## src/sv/sltp_pkg.sv

```systemverilog
`timescale 1ns / 1ps
// Shared types, constants and codes for the sound lump to PCM16 resampler.
package sltp_pkg;

  // Width of the sample counter; larger counts are rejected by the header check.
  localparam int          COUNT_BITS   = 24;
  localparam logic [32:0] COUNT_LIMIT  = 33'((64'd1 << COUNT_BITS) - 64'd1);

  localparam logic [15:0] OUT_RATE     = 16'd44100;
  localparam logic [15:0] HALF_RATE    = 16'd22050;
  localparam logic [15:0] QUARTER_RATE = 16'd11025;
  localparam logic [15:0] MIN_RATE     = 16'd700;
  localparam logic [15:0] HDR_VERSION  = 16'd3;
  localparam logic [7:0]  SIGN_FLIP    = 8'h80;

  localparam int          STEP_BITS    = 18;
  localparam int          INC_BITS     = 17;
  localparam logic [STEP_BITS-1:0] ONE_STEP = STEP_BITS'(32'h10000);
  localparam logic [5:0]  REPEAT_CAP   = 6'd63;

  // (rate << 16) / 44100 equals rate * 16384 / 11025. The reciprocal below is
  // ceil(2^44 / 11025); with a 30-bit shift it gives the exact quotient for
  // every 16-bit rate.
  localparam int          INC_SHIFT    = 30;
  localparam logic [30:0] INC_RECIP    = 31'd1595663134;

  localparam logic [2:0]  HDR_LAST     = 3'd7;

  localparam int          QUEUE_DEPTH    = 4;
  localparam int          QUEUE_PTR_BITS = $clog2(QUEUE_DEPTH);

  localparam logic [2:0]  ST_OK          = 3'd0;
  localparam logic [2:0]  ST_BAD_VERSION = 3'd1;
  localparam logic [2:0]  ST_RATE_LOW    = 3'd2;
  localparam logic [2:0]  ST_TOO_MANY    = 3'd3;
  localparam logic [2:0]  ST_SHORT       = 3'd4;

  typedef enum logic [1:0] {MODE_1X, MODE_2X, MODE_4X, MODE_STEP} rate_mode_t;
  typedef enum logic [1:0] {FR_HEADER, FR_BODY} front_state_t;
  typedef enum logic [1:0] {BK_EMPTY, BK_FRAMES, BK_STATUS} back_state_t;

  typedef struct packed {
    logic [7:0] lump_byte;
    logic       lump_end;
  } in_item_t;

  typedef struct packed {
    logic signed [15:0] left_sample;
    logic signed [15:0] right_sample;
    logic               is_status;
    logic [2:0]         status_code;
    logic               last_item;
  } out_item_t;

  // One queue entry: an optional sample to expand, then an optional status.
  typedef struct packed {
    logic                has_sample;
    logic [15:0]         sample_value;
    rate_mode_t          mode;
    logic [INC_BITS-1:0] step_inc;
    logic                has_status;
    logic [2:0]          code;
  } cmd_t;

  typedef struct packed {
    logic empty;
    logic full;
  } q_status_t;

endpackage

```

## src/sv/sltp_front.sv

```systemverilog
`timescale 1ns / 1ps
// Front end: parses the lump header, classifies bytes and queues commands.
module sltp_front
  import sltp_pkg::*;
(
  input  logic      clk,
  input  logic      rst,
  input  logic      lump_valid,
  output logic      lump_stall,
  input  in_item_t  lump,
  output logic      push,
  output cmd_t      push_cmd,
  input  q_status_t q_status
);

  front_state_t          state, state_next;
  logic [2:0]            hdr_idx;
  logic [15:0]           version_word, rate_word;
  logic [31:0]           sample_total;
  logic [COUNT_BITS-1:0] samples_taken;
  rate_mode_t            rate_mode;
  logic [INC_BITS-1:0]   step_inc;
  logic [2:0]            err_code;

  logic                  accept;
  logic [15:0]           version_hdr, rate_hdr;
  logic [31:0]           total_hdr;
  logic [2:0]            hdr_err;
  rate_mode_t            hdr_mode;
  logic                  body_sample;
  logic [COUNT_BITS-1:0] taken_after;
  logic [INC_SHIFT+INC_BITS-1:0] inc_prod;
  logic [INC_BITS-1:0]   inc_quo;

  assign lump_stall = q_status.full;
  assign accept     = lump_valid && !lump_stall;

  // Header bytes arrive little-endian.
  always_comb begin
    version_hdr = version_word;
    rate_hdr    = rate_word;
    total_hdr   = sample_total;
    case (hdr_idx)
      3'd0: version_hdr[7:0]  = lump.lump_byte;
      3'd1: version_hdr[15:8] = lump.lump_byte;
      3'd2: rate_hdr[7:0]     = lump.lump_byte;
      3'd3: rate_hdr[15:8]    = lump.lump_byte;
      3'd4: total_hdr[7:0]    = lump.lump_byte;
      3'd5: total_hdr[15:8]   = lump.lump_byte;
      3'd6: total_hdr[23:16]  = lump.lump_byte;
      default: total_hdr[31:24] = lump.lump_byte;
    endcase
  end

  always_comb begin
    if (version_hdr != HDR_VERSION) begin
      hdr_err = ST_BAD_VERSION;
    end else if (rate_hdr < MIN_RATE) begin
      hdr_err = ST_RATE_LOW;
    end else if ({1'b0, total_hdr} > COUNT_LIMIT) begin
      hdr_err = ST_TOO_MANY;
    end else begin
      hdr_err = ST_OK;
    end
    if (rate_hdr == OUT_RATE) begin
      hdr_mode = MODE_1X;
    end else if (rate_hdr == HALF_RATE) begin
      hdr_mode = MODE_2X;
    end else if (rate_hdr == QUARTER_RATE) begin
      hdr_mode = MODE_4X;
    end else begin
      hdr_mode = MODE_STEP;
    end
  end

  assign body_sample = (err_code == ST_OK) && (32'(samples_taken) < sample_total);
  assign taken_after = body_sample ? samples_taken + COUNT_BITS'(1) : samples_taken;

  // Step quotient (rate << 16) / 44100 by reciprocal multiplication. The rate
  // word is complete once the fourth header byte has been taken.
  assign inc_prod = (INC_SHIFT+INC_BITS)'(rate_word) * (INC_SHIFT+INC_BITS)'(INC_RECIP);
  assign inc_quo  = inc_prod[INC_SHIFT +: INC_BITS];

  always_comb begin
    state_next = state;
    case (state)
      FR_HEADER: begin
        if (accept && !lump.lump_end && hdr_idx == HDR_LAST) begin
          state_next = FR_BODY;
        end
      end
      FR_BODY: begin
        if (accept && lump.lump_end) begin
          state_next = FR_HEADER;
        end
      end
      default: state_next = FR_HEADER;
    endcase
  end

  always_comb begin
    push     = 1'b0;
    push_cmd = '0;
    case (state)
      FR_HEADER: begin
        if (accept && lump.lump_end) begin
          push                = 1'b1;
          push_cmd.has_status = 1'b1;
          if (hdr_idx != HDR_LAST) begin
            push_cmd.code = ST_SHORT;
          end else if (hdr_err != ST_OK) begin
            push_cmd.code = hdr_err;
          end else if (total_hdr != 32'd0) begin
            push_cmd.code = ST_SHORT;
          end else begin
            push_cmd.code = ST_OK;
          end
        end
      end
      FR_BODY: begin
        if (accept) begin
          push                  = body_sample || lump.lump_end;
          push_cmd.has_sample   = body_sample;
          push_cmd.sample_value = {lump.lump_byte ^ SIGN_FLIP, 8'h00};
          push_cmd.mode         = rate_mode;
          push_cmd.step_inc     = step_inc;
          push_cmd.has_status   = lump.lump_end;
          if (err_code != ST_OK) begin
            push_cmd.code = err_code;
          end else if (32'(taken_after) < sample_total) begin
            push_cmd.code = ST_SHORT;
          end else begin
            push_cmd.code = ST_OK;
          end
        end
      end
      default: push = 1'b0;
    endcase
  end

  always_ff @(posedge clk) begin
    if (rst) begin
      state         <= FR_HEADER;
      hdr_idx       <= '0;
      version_word  <= '0;
      rate_word     <= '0;
      sample_total  <= '0;
      samples_taken <= '0;
      rate_mode     <= MODE_1X;
      step_inc      <= '0;
      err_code      <= ST_OK;
    end else begin
      state <= state_next;
      case (state)
        FR_HEADER: begin
          if (accept) begin
            if (lump.lump_end) begin
              hdr_idx      <= '0;
              version_word <= '0;
              rate_word    <= '0;
              sample_total <= '0;
              rate_mode    <= MODE_1X;
              err_code     <= ST_OK;
            end else begin
              hdr_idx      <= hdr_idx + 3'd1;
              version_word <= version_hdr;
              rate_word    <= rate_hdr;
              sample_total <= total_hdr;
              if (hdr_idx == HDR_LAST) begin
                rate_mode <= hdr_mode;
                err_code  <= hdr_err;
                step_inc  <= (hdr_mode == MODE_STEP) ? inc_quo + INC_BITS'(1) : '0;
              end
            end
          end
        end
        FR_BODY: begin
          if (accept) begin
            if (lump.lump_end) begin
              hdr_idx       <= '0;
              version_word  <= '0;
              rate_word     <= '0;
              sample_total  <= '0;
              samples_taken <= '0;
              rate_mode     <= MODE_1X;
              step_inc      <= '0;
              err_code      <= ST_OK;
            end else begin
              samples_taken <= taken_after;
            end
          end
        end
        default: hdr_idx <= hdr_idx;
      endcase
    end
  end

endmodule

```

## src/sv/sltp_fifo.sv

```systemverilog
`timescale 1ns / 1ps
// Small command queue between the front end and the frame generator.
module sltp_fifo
  import sltp_pkg::*;
(
  input  logic      clk,
  input  logic      rst,
  input  logic      push,
  input  cmd_t      push_cmd,
  input  logic      pop,
  output cmd_t      head,
  output q_status_t q_status
);

  cmd_t                    entries [QUEUE_DEPTH];
  logic [QUEUE_PTR_BITS-1:0] wr_ptr, rd_ptr;
  logic [QUEUE_PTR_BITS:0]   count;

  assign head           = entries[rd_ptr];
  assign q_status.empty = (count == '0);
  assign q_status.full  = (count == (QUEUE_PTR_BITS + 1)'(QUEUE_DEPTH));

  always_ff @(posedge clk) begin
    if (push) begin
      entries[wr_ptr] <= push_cmd;
    end
  end

  always_ff @(posedge clk) begin
    if (rst) begin
      wr_ptr <= '0;
      rd_ptr <= '0;
      count  <= '0;
    end else begin
      if (push) begin
        wr_ptr <= wr_ptr + QUEUE_PTR_BITS'(1);
      end
      if (pop) begin
        rd_ptr <= rd_ptr + QUEUE_PTR_BITS'(1);
      end
      if (push && !pop) begin
        count <= count + (QUEUE_PTR_BITS + 1)'(1);
      end else if (pop && !push) begin
        count <= count - (QUEUE_PTR_BITS + 1)'(1);
      end
    end
  end

endmodule

```

## src/sv/sltp_back.sv

```systemverilog
`timescale 1ns / 1ps
// Back end: expands queued samples into 44100 Hz frames and sends status items.
module sltp_back
  import sltp_pkg::*;
(
  input  logic      clk,
  input  logic      rst,
  input  cmd_t      head,
  input  q_status_t q_status,
  output logic      pop,
  output logic      pcm_valid,
  input  logic      pcm_stall,
  output out_item_t pcm
);

  back_state_t          state, state_next;
  cmd_t                 cur;
  logic [5:0]           rep_n;
  logic [STEP_BITS-1:0] accum;

  logic                 out_free, stepped, skip, last_frame, frames_done, emit;
  logic [STEP_BITS-1:0] acc_add;
  out_item_t            emit_item;
  back_state_t          load_state;

  function automatic logic [5:0] last_rep(rate_mode_t m);
    case (m)
      MODE_2X: return 6'd1;
      MODE_4X: return 6'd3;
      default: return 6'd0;
    endcase
  endfunction

  assign out_free   = !pcm_valid || !pcm_stall;
  assign stepped    = (cur.mode == MODE_STEP);
  assign skip       = stepped && (accum >= ONE_STEP);
  assign acc_add    = accum + STEP_BITS'(cur.step_inc);
  assign last_frame = stepped ? ((acc_add >= ONE_STEP) || (rep_n == REPEAT_CAP - 6'd1))
                              : (rep_n == last_rep(cur.mode));
  assign load_state = head.has_sample ? BK_FRAMES : BK_STATUS;

  always_comb begin
    pop         = 1'b0;
    emit        = 1'b0;
    frames_done = 1'b0;
    emit_item   = '0;
    case (state)
      BK_EMPTY: begin
        pop = !q_status.empty;
      end
      BK_FRAMES: begin
        if (skip) begin
          frames_done = 1'b1;
        end else if (out_free) begin
          emit                   = 1'b1;
          emit_item.left_sample  = signed'(cur.sample_value);
          emit_item.right_sample = signed'(cur.sample_value);
          frames_done            = last_frame;
        end
        pop = frames_done && !cur.has_status && !q_status.empty;
      end
      BK_STATUS: begin
        if (out_free) begin
          emit                  = 1'b1;
          emit_item.is_status   = 1'b1;
          emit_item.status_code = cur.code;
          emit_item.last_item   = 1'b1;
          pop                   = !q_status.empty;
        end
      end
      default: pop = 1'b0;
    endcase
  end

  always_comb begin
    state_next = state;
    case (state)
      BK_EMPTY: begin
        if (pop) begin
          state_next = load_state;
        end
      end
      BK_FRAMES: begin
        if (frames_done) begin
          if (cur.has_status) begin
            state_next = BK_STATUS;
          end else begin
            state_next = pop ? load_state : BK_EMPTY;
          end
        end
      end
      BK_STATUS: begin
        if (emit) begin
          state_next = pop ? load_state : BK_EMPTY;
        end
      end
      default: state_next = BK_EMPTY;
    endcase
  end

  always_ff @(posedge clk) begin
    if (pop) begin
      cur <= head;
    end
    if (emit) begin
      pcm <= emit_item;
    end
  end

  always_ff @(posedge clk) begin
    if (rst) begin
      state     <= BK_EMPTY;
      rep_n     <= '0;
      accum     <= '0;
      pcm_valid <= 1'b0;
    end else begin
      state <= state_next;
      if (emit) begin
        pcm_valid <= 1'b1;
      end else if (!pcm_stall) begin
        pcm_valid <= 1'b0;
      end
      case (state)
        BK_FRAMES: begin
          if (skip) begin
            accum <= accum - ONE_STEP;
          end else if (emit) begin
            rep_n <= last_frame ? 6'd0 : rep_n + 6'd1;
            if (stepped) begin
              accum <= last_frame ? acc_add - ONE_STEP : acc_add;
            end
          end
        end
        BK_STATUS: begin
          if (emit) begin
            accum <= '0;
            rep_n <= '0;
          end
        end
        default: rep_n <= rep_n;
      endcase
    end
  end

endmodule

```

## src/sv/sound_lump_to_pcm16_resampler_top.sv

```systemverilog
`timescale 1ns / 1ps
// Top level of the sound lump to PCM16 zero-order-hold resampler.
// The block takes a sound lump one byte per request: an eight-byte little-endian
// header (version, which must be 3, then rate, then a 32-bit sample count) and then
// unsigned 8-bit samples. Each sample leaves as a signed 16-bit stereo frame at
// 44100 Hz, repeated once, twice or four times for 44100, 22050 and 11025 Hz, and
// by a 2.16 step accumulator for any other rate. The byte marked lump_end closes
// the lump with one status request whose last_item is set. A front end takes one
// byte per cycle whenever the command queue has room; the step increment for a
// rate other than the three standard ones comes from a reciprocal multiplication
// as the last header byte is taken, so the header never stalls the byte stream. A
// four-entry command queue decouples it from the frame generator, which sends one
// frame per cycle while the output is not stalled. A skipped sample and a status
// request each take a step of their own, and a command that reaches an idle
// generator is loaded before its first frame goes out.

module sound_lump_to_pcm16_resampler_top
  import sltp_pkg::*;
(
  input  logic      clk,
  input  logic      rst,
  // Incoming lump bytes.
  input  logic      lump_valid,
  output logic      lump_stall,
  input  in_item_t  lump,
  // Outgoing frames and status.
  output logic      pcm_valid,
  input  logic      pcm_stall,
  output out_item_t pcm
);

  // Commands flow from the parser through the queue into the frame generator.
  logic      push, pop;
  cmd_t      push_cmd, head;
  q_status_t q_status;

  // Header parsing, sample counting and rate classification.
  sltp_front u_front (
    .clk        (clk),
    .rst        (rst),
    .lump_valid (lump_valid),
    .lump_stall (lump_stall),
    .lump       (lump),
    .push       (push),
    .push_cmd   (push_cmd),
    .q_status   (q_status)
  );

  // The queue lets the parser run ahead while frames are still being sent.
  sltp_fifo u_fifo (
    .clk      (clk),
    .rst      (rst),
    .push     (push),
    .push_cmd (push_cmd),
    .pop      (pop),
    .head     (head),
    .q_status (q_status)
  );

  // Frame generation and the registered output stage.
  sltp_back u_back (
    .clk       (clk),
    .rst       (rst),
    .head      (head),
    .q_status  (q_status),
    .pop       (pop),
    .pcm_valid (pcm_valid),
    .pcm_stall (pcm_stall),
    .pcm       (pcm)
  );

endmodule

```

## config.mk

```make
export PLATFORM = sky130hd
export DESIGN_NAME = sound_lump_to_pcm16_resampler_top
export DESIGN_NICKNAME = d
export VERILOG_FILES = /design/src/sv/sltp_pkg.sv /design/src/sv/sltp_front.sv /design/src/sv/sltp_fifo.sv /design/src/sv/sltp_back.sv /design/src/sv/sound_lump_to_pcm16_resampler_top.sv
export SDC_FILE = /design/constraint.sdc
export NUM_CORES = 1
export LEC_CHECK = 0
export ABC_AREA = 1
export BUFFER_PORTS_ARGS = -buffer_cell sky130_fd_sc_hd__buf_2
export CAP_MARGIN = 20
export CORE_ASPECT_RATIO = 1.1
export CORE_UTILIZATION = 55
export DETAILED_ROUTE_END_ITERATION = 6
export PLACE_DENSITY = 0.79
export SYNTH_ARGS = -nofsm -noshare
export SYNTH_HDL_FRONTEND = slang
export SYNTH_SLANG_ARGS = --single-unit
export TNS_END_PERCENT = 10
```

## constraint.sdc

```tcl
create_clock -name clk -period 10.95 [get_ports clk]
set_input_delay 2.7375 -clock clk [delete_from_list [all_inputs] [get_ports clk]]
set_output_delay 2.7375 -clock clk [all_outputs]
set_load 0.05 [all_outputs]
```

* Word level (Yosys, flattened, before mapping)
Memory sizes are Yosys's and may differ from the RTL's. A register that Yosys moved wholly into a read port is not among the register bits. Cells that the tools add are included.
Word-level totals: memories 1, output and inout bits 39, register bits 209, RAM bits 160, logic and storage cells 232, bits of input ports 13
Memories:
- u_fifo.entries | depth 4, width 40, rd ports 1, clocked after memory_dff 1, wr ports 1, line sltp_fifo.sv:15 | cmd_t entries [QUEUE_DEPTH];
Operators by class: reduce and logical (&&, ||, !) cells 43, eq/ne operators 38, $lt $le $gt $ge 6, $mul 1, bitwise gates (word level) 3, add/subtract/negate cells 11, multiplexer cells 104
Operators by type and width (count):
- two-way mux 32 bit | 4
- two-way mux 17 bit | 6
- two-way mux 16 bit | 6
- two-way mux 18 bit | 5
- < comparator 24 x 32 -> 1 bit | 2
- two-way mux 8 bit | 8
- one-hot mux 16 bit (2 select lines) | 2
- one-hot mux 32 bit (2 select lines) | 1
- two-way mux 24 bit | 2
- two-way mux 3 bit | 16
- multiplier 16 x 30 -> 46 bit (second input constant) | 1
- two-way mux 40 bit | 1
- greater-or-equal comparator 18 x 17 -> 1 bit (second input constant) | 2
- two-way mux 2 bit | 18
- two-way mux 36 bit | 1
- one-hot mux 18 bit (2 select lines) | 1
- subtractor 18 x 17 -> 18 bit (second input constant) | 2
- one-hot mux 17 bit (2 select lines) | 1
- > comparator 32 x 24 -> 1 bit (second input constant) | 1
- nonzero test 32 bit | 1
- adder 24 x 1 -> 24 bit (second input constant) | 1
- two-way mux 6 bit | 4
- != test 2 x 1 -> 1 bit (second input constant) | 10
- adder 18 x 17 -> 18 bit | 1
- 46 further kinds | 109

* Logic depth before layout (Yosys ltp)
word-level depth 14, gate-level depth with buffers 33, mapped depth without buffers 33

* Cells and area by module
Synthesis repeated with hierarchy kept, for this count alone.
Unflattened totals: cells, all modules 3215, area, all modules 27203.6 um^2
By module, submodules not included:
- sltp_front | instances 1, area an instance 16330.7 um^2, sequential area each 2262.2 um^2, cells each 2300
- sltp_fifo | instances 1, area an instance 6495.0 um^2, sequential area each 4984.8 um^2, cells each 445
- sltp_back | instances 1, area an instance 4377.9 um^2, sequential area each 2312.2 um^2, cells each 470

* Worst setup path after synthesis
Ideal clock, no wire load.
path kind reg-to-reg, from reg u_front.rate_word[4], to reg u_front.step_inc[10], data required time 10.883 ns, period minus slack after synthesis 5.859 ns, arrival time 5.791 ns, path slack 5.091 ns, path buffers 0, stages on the path, launching flop included 30, setup time 0.067 ns, cells stage by stage dfxtp_1 fa_1 inv_1 fa_1 inv_1 fa_1 fa_1 fa_1 inv_1 fa_1 inv_1 ha_1 a21oi_1 o21ai_0 a21oi_1 nor2_1 nor2_1 nand2_1 nand2_1 nand2_1 inv_1 ha_1 nand3_1 inv_2 nand3_4 nor2_4 nand3_1 nand2_1 nand3_2 a21oi_2
Between the ends: longest elaborated chain between the ends 11, elaborated cells between the ends (all ways) 15, classes of those cells add/sub (1); mul (1); eq/ne (4); mux (9)
RTL lines:
- from (decl) | line sltp_front.sv:18 | logic [15:0] version_word, rate_word;
- from (signal assigned) | line sltp_front.sv:167 | rate_word <= rate_hdr;
- parallel branches: the longest is 6 deep, another holds multiplier 16 x 30 -> 46 bit
- two-way mux 17 bit * | line sltp_front.sv:172 | step_inc <= (hdr_mode == MODE_STEP) ? inc_quo + INC_BITS'(1) : '0;
- two-way mux 17 bit * | line sltp_front.sv:169 | if (hdr_idx == HDR_LAST) begin
- two-way mux 17 bit * | line sltp_front.sv:157 | if (lump.lump_end) begin
- two-way mux 17 bit * | line sltp_front.sv:156 | if (accept) begin
- one-hot mux 17 bit (2 select lines) * | line sltp_front.sv:154 | case (state)
- to (signal assigned) | line sltp_front.sv:172
- to (decl) | line sltp_front.sv:22 | logic [INC_BITS-1:0] step_inc;
Every way passes the cells marked *. The select of a mux whose other input is x is not followed. A chain may end at the register's enable or synchronous reset.

* Final worst setup path
Same ends and word-level chain as after synthesis.

==> results.sh <==
export IMPL_status="completed"
export IMPL_final_seq_area_sq_um=8120
export IMPL_final_common_cell="nand2_1"
export IMPL_die_w_um=205
export IMPL_row_count=81
export IMPL_port_buffers=35
export IMPL_synth_top_area_cell="edfxtp_1"
export IMPL_ys_types=62
export IMPL_drc=0
export IMPL_layout_common_cells="nand2_1 (584), inv_1 (521), nor2_1 (283)"
export IMPL_hp_start="u_front.version_word[8]"
export IMPL_yosysWarnings=0
export IMPL_fillers=3955
export IMPL_cp_end_kind="flip-flop"
export IMPL_clock_path_buffers=3
export IMPL_tritoncts="built"
export IMPL_wl_um=65100
export IMPL_drt_pass1_iter_count=6
export IMPL_fp_dieH_um=225
export IMPL_fin_setup_tns_ns=0
export IMPL_critPathLaunchType="flip-flop"
export IMPL_clock_skew_ns=0.0189
export IMPL_ctsResizeCount=0
export IMPL_syn_to_final_growth_pct=6.97
export IMPL_ir_drop_mv=0.143
export IMPL_crit_arrival_ns=7.18
export IMPL_max_cap_violations=0
export IMPL_clkTransAtPathRegs_ns=0.07
export IMPL_cts_htree_levels=1
export IMPL_reg2reg_to="u_front.step_inc[10]"
export IMPL_start_util_pct=55.9
export IMPL_cp_slowest_cell="fa_1"
export IMPL_grt_ovfl_total=0
export IMPL_design_core_area_sq_um=44600
export IMPL_avgViaCountPerCell=5.59
export IMPL_criticalPathCategory="reg2reg"
export IMPL_cts_sinks=320
export IMPL_numCtsBuffers=31
export IMPL_crit_required_ns=11.47
export IMPL_slew_headroom_pct=27.4
export IMPL_synth_area_leaders="edfxtp_1 (21%), fa_1 (13%), ha_1 (13%), dfxtp_1 (12%), nand2_1 (8.8%)"
export IMPL_post_synth_cell_area_avg_sq_um=8.23
export IMPL_fin_crit_sh_pct=60.8
export IMPL_synth_ff_type="edfxtp_1"
export IMPL_die_area_sq_um=46200
export IMPL_netlist_area_sq_um=24900
export IMPL_cts_root_buf="clkbuf_16"
export IMPL_post_cts_setup_buffer_count=0
export IMPL_grt_pass1_vias=20300
export IMPL_place_hpwl_um=50500
export IMPL_grt_antenna_before_repair=1
export IMPL_fin_crit_ns=6.66
export IMPL_wl_per_cell_um=17.9
export IMPL_clock_latency_ns=0.59
export IMPL_min_to="u_front.version_word[8]"
export IMPL_finalWeightedCongestion=1.00
export IMPL_drt_initial_drc_count=1537
export IMPL_worst_slew_pin_slew_ns=1.09
export IMPL_r2r_start="u_front.rate_word[4]"
export IMPL_power_total_mw=3.78
export IMPL_hold_depth=2
export IMPL_regToRegSetupSlack_ns=4.29
export IMPL_ctsHoldBuffers=0
export IMPL_grt_usage_pct=29.0
export IMPL_ios=52
export IMPL_final_max_slew_viol_count=0
export IMPL_power_density_nw_per_um2=142
export IMPL_nets=3460
export IMPL_slowest_delay_ns=0.66
export IMPL_synth_edf_count=171
export IMPL_synth_async_reset_ratio_pct=0
export IMPL_syn_instance_count=3028
export IMPL_grt_start_max_net_pins=96
export IMPL_setup_violations_final=0
export IMPL_ys_seq_elements=320
export IMPL_multi_input_area_sq_um=14400
export IMPL_fmax_mhz=150
export IMPL_num_vias=20300
export IMPL_synth_top_area_share_pct=20.6
export IMPL_worstPathMaxFanout=8
export IMPL_hold_viol=0
export IMPL_reg2reg_depth=28
export IMPL_leakagePower_nw=12.2
export IMPL_ant_nets=0
export IMPL_grt_setup_unrepaired="false"
export IMPL_seq_area_frac_synth_pct=32.6
export IMPL_grt_pass1_wl_um=105000
export IMPL_hold_class="reg2reg"
export IMPL_drive_gt1_share_pct=6.35
[worst max-delay path: cells and delay by family, from the launching register on]
kind	cells	cell delay, ns
adders and majority gates	8	3.90
and+or+nand+nor	11	1.33
buffers and inverters	7	0.55
DFF	1	0.40
AOI/OAI and AO/OA	2	0.38
[synthesized netlist by cell type, types with 9 or more instances]
master	n
o22ai_1	34
o21bai_1	9
a21oi_1	250
nor2_1	287
nand2_1	584
nor4_1	12
inv_1	522
xor2_1	20
fa_1	164
o21ai_0	170
o21ai_1	35
nand4_1	43
nand3_2	10
nor3_1	23
ha_1	252
buf_4	25
nor2_2	10
nand3_1	67
edfxtp_1	171
dfxtp_1	149
inv_2	15
nor2_4	9
xnor2_1	13
clkbuf_1	59
[cells by family (layout without fill, tap and decap cells)]
kind of cell / Yosys count / in the layout / synth area share (%)
adder cells (fa/ha/maj): 416 / 416 / 25.8
XOR/XNOR: 33 / 33 / 1.16
buffers and inverters: 635 / 648 / 10.2
other: 1 / 17 / 0.0150
AO/OA/AOI/OAI: 545 / 545 / 11.9
AND/OR/NAND/NOR: 1078 / 1078 / 18.4
flip-flops: 320 / 320 / 32.6
[worst max-delay path by stage]
stage | slack (ns) | startpoint | cells past startpoint | end
2_1_floorplan | 5.09 | u_front.rate_word[4] | 29 | u_front.step_inc[10]
3_3_place_gp | 4.41 | u_front.rate_word[4] | 28 | u_front.step_inc[10]
3_5_place_dp | 4.35 | u_front.rate_word[4] | 28 | u_front.step_inc[10]
4_1_cts | 4.32 | u_front.rate_word[4] | 28 | u_front.step_inc[10]
5_1_grt | 3.84 | u_front.rate_word[13] | 28 | u_front.step_inc[10]
6_report | 4.29 | u_front.rate_word[4] | 28 | u_front.step_inc[10]
[flip-flops by register name (all words and copies together), names as in the netlist, 3 cells and up, named ones only]
name	cells
u_fifo.count	3
u_fifo.entries	128
u_front.step_inc	17
u_front.version_word	16
u_front.hdr_idx	3
u_front.sample_total	32
u_front.rate_word	16
u_back.accum	18
u_front.samples_taken	24
u_back.pcm	12
u_back.cur	31
u_back.rep_n	6
[final cells by class]
| class | count | share of cell area, % |
|---|---|---|
| clock inverter | 18 | 0.938 |
| multi-input combinational | 2088 | 53.8 |
| antenna | 1 | 0.00938 |
| clock buffer | 40 | 3.30 |
| timing repair buffer | 50 | 1.14 |
| sequential | 320 | 30.4 |
| inverter | 540 | 7.60 |
| tap | 581 | 2.73 |
[routing by layer]
metal  up-vias  wire [um]  GRT usage [%]  share of wire (%)
met5         -          0              0                  0
met4         0       2160           10.4                3.3
met3       131       3850           2.70                5.9
met2       718      32900           52.4                 51
met1      9701      26200           35.9                 40
li1       9781          -              -                  -
[stage by stage]
step,hold slack (ns),instances,util (%),setup slack [ns],instance area (sq um)
2_1_floorplan,0.436,3043,-,5.09,25000
3_3_place_gp,0.451,3578,57.2,4.41,25500
3_5_place_dp,0.456,3578,57.2,4.35,25500
4_1_cts,0.466,3636,59.8,4.32,26600
5_1_grt,0.486,3638,59.8,3.84,26700
6_report,0.468,3638,59.8,4.29,26700
[power by group]
| part | switching (mW) | internal [mW] |
|---|---|---|
| registers | 0.0788 | 1.45 |
| clock network | 0.480 | 0.692 |
| logic | 0.754 | 0.323 |
(Power assumes the default switching activity.)
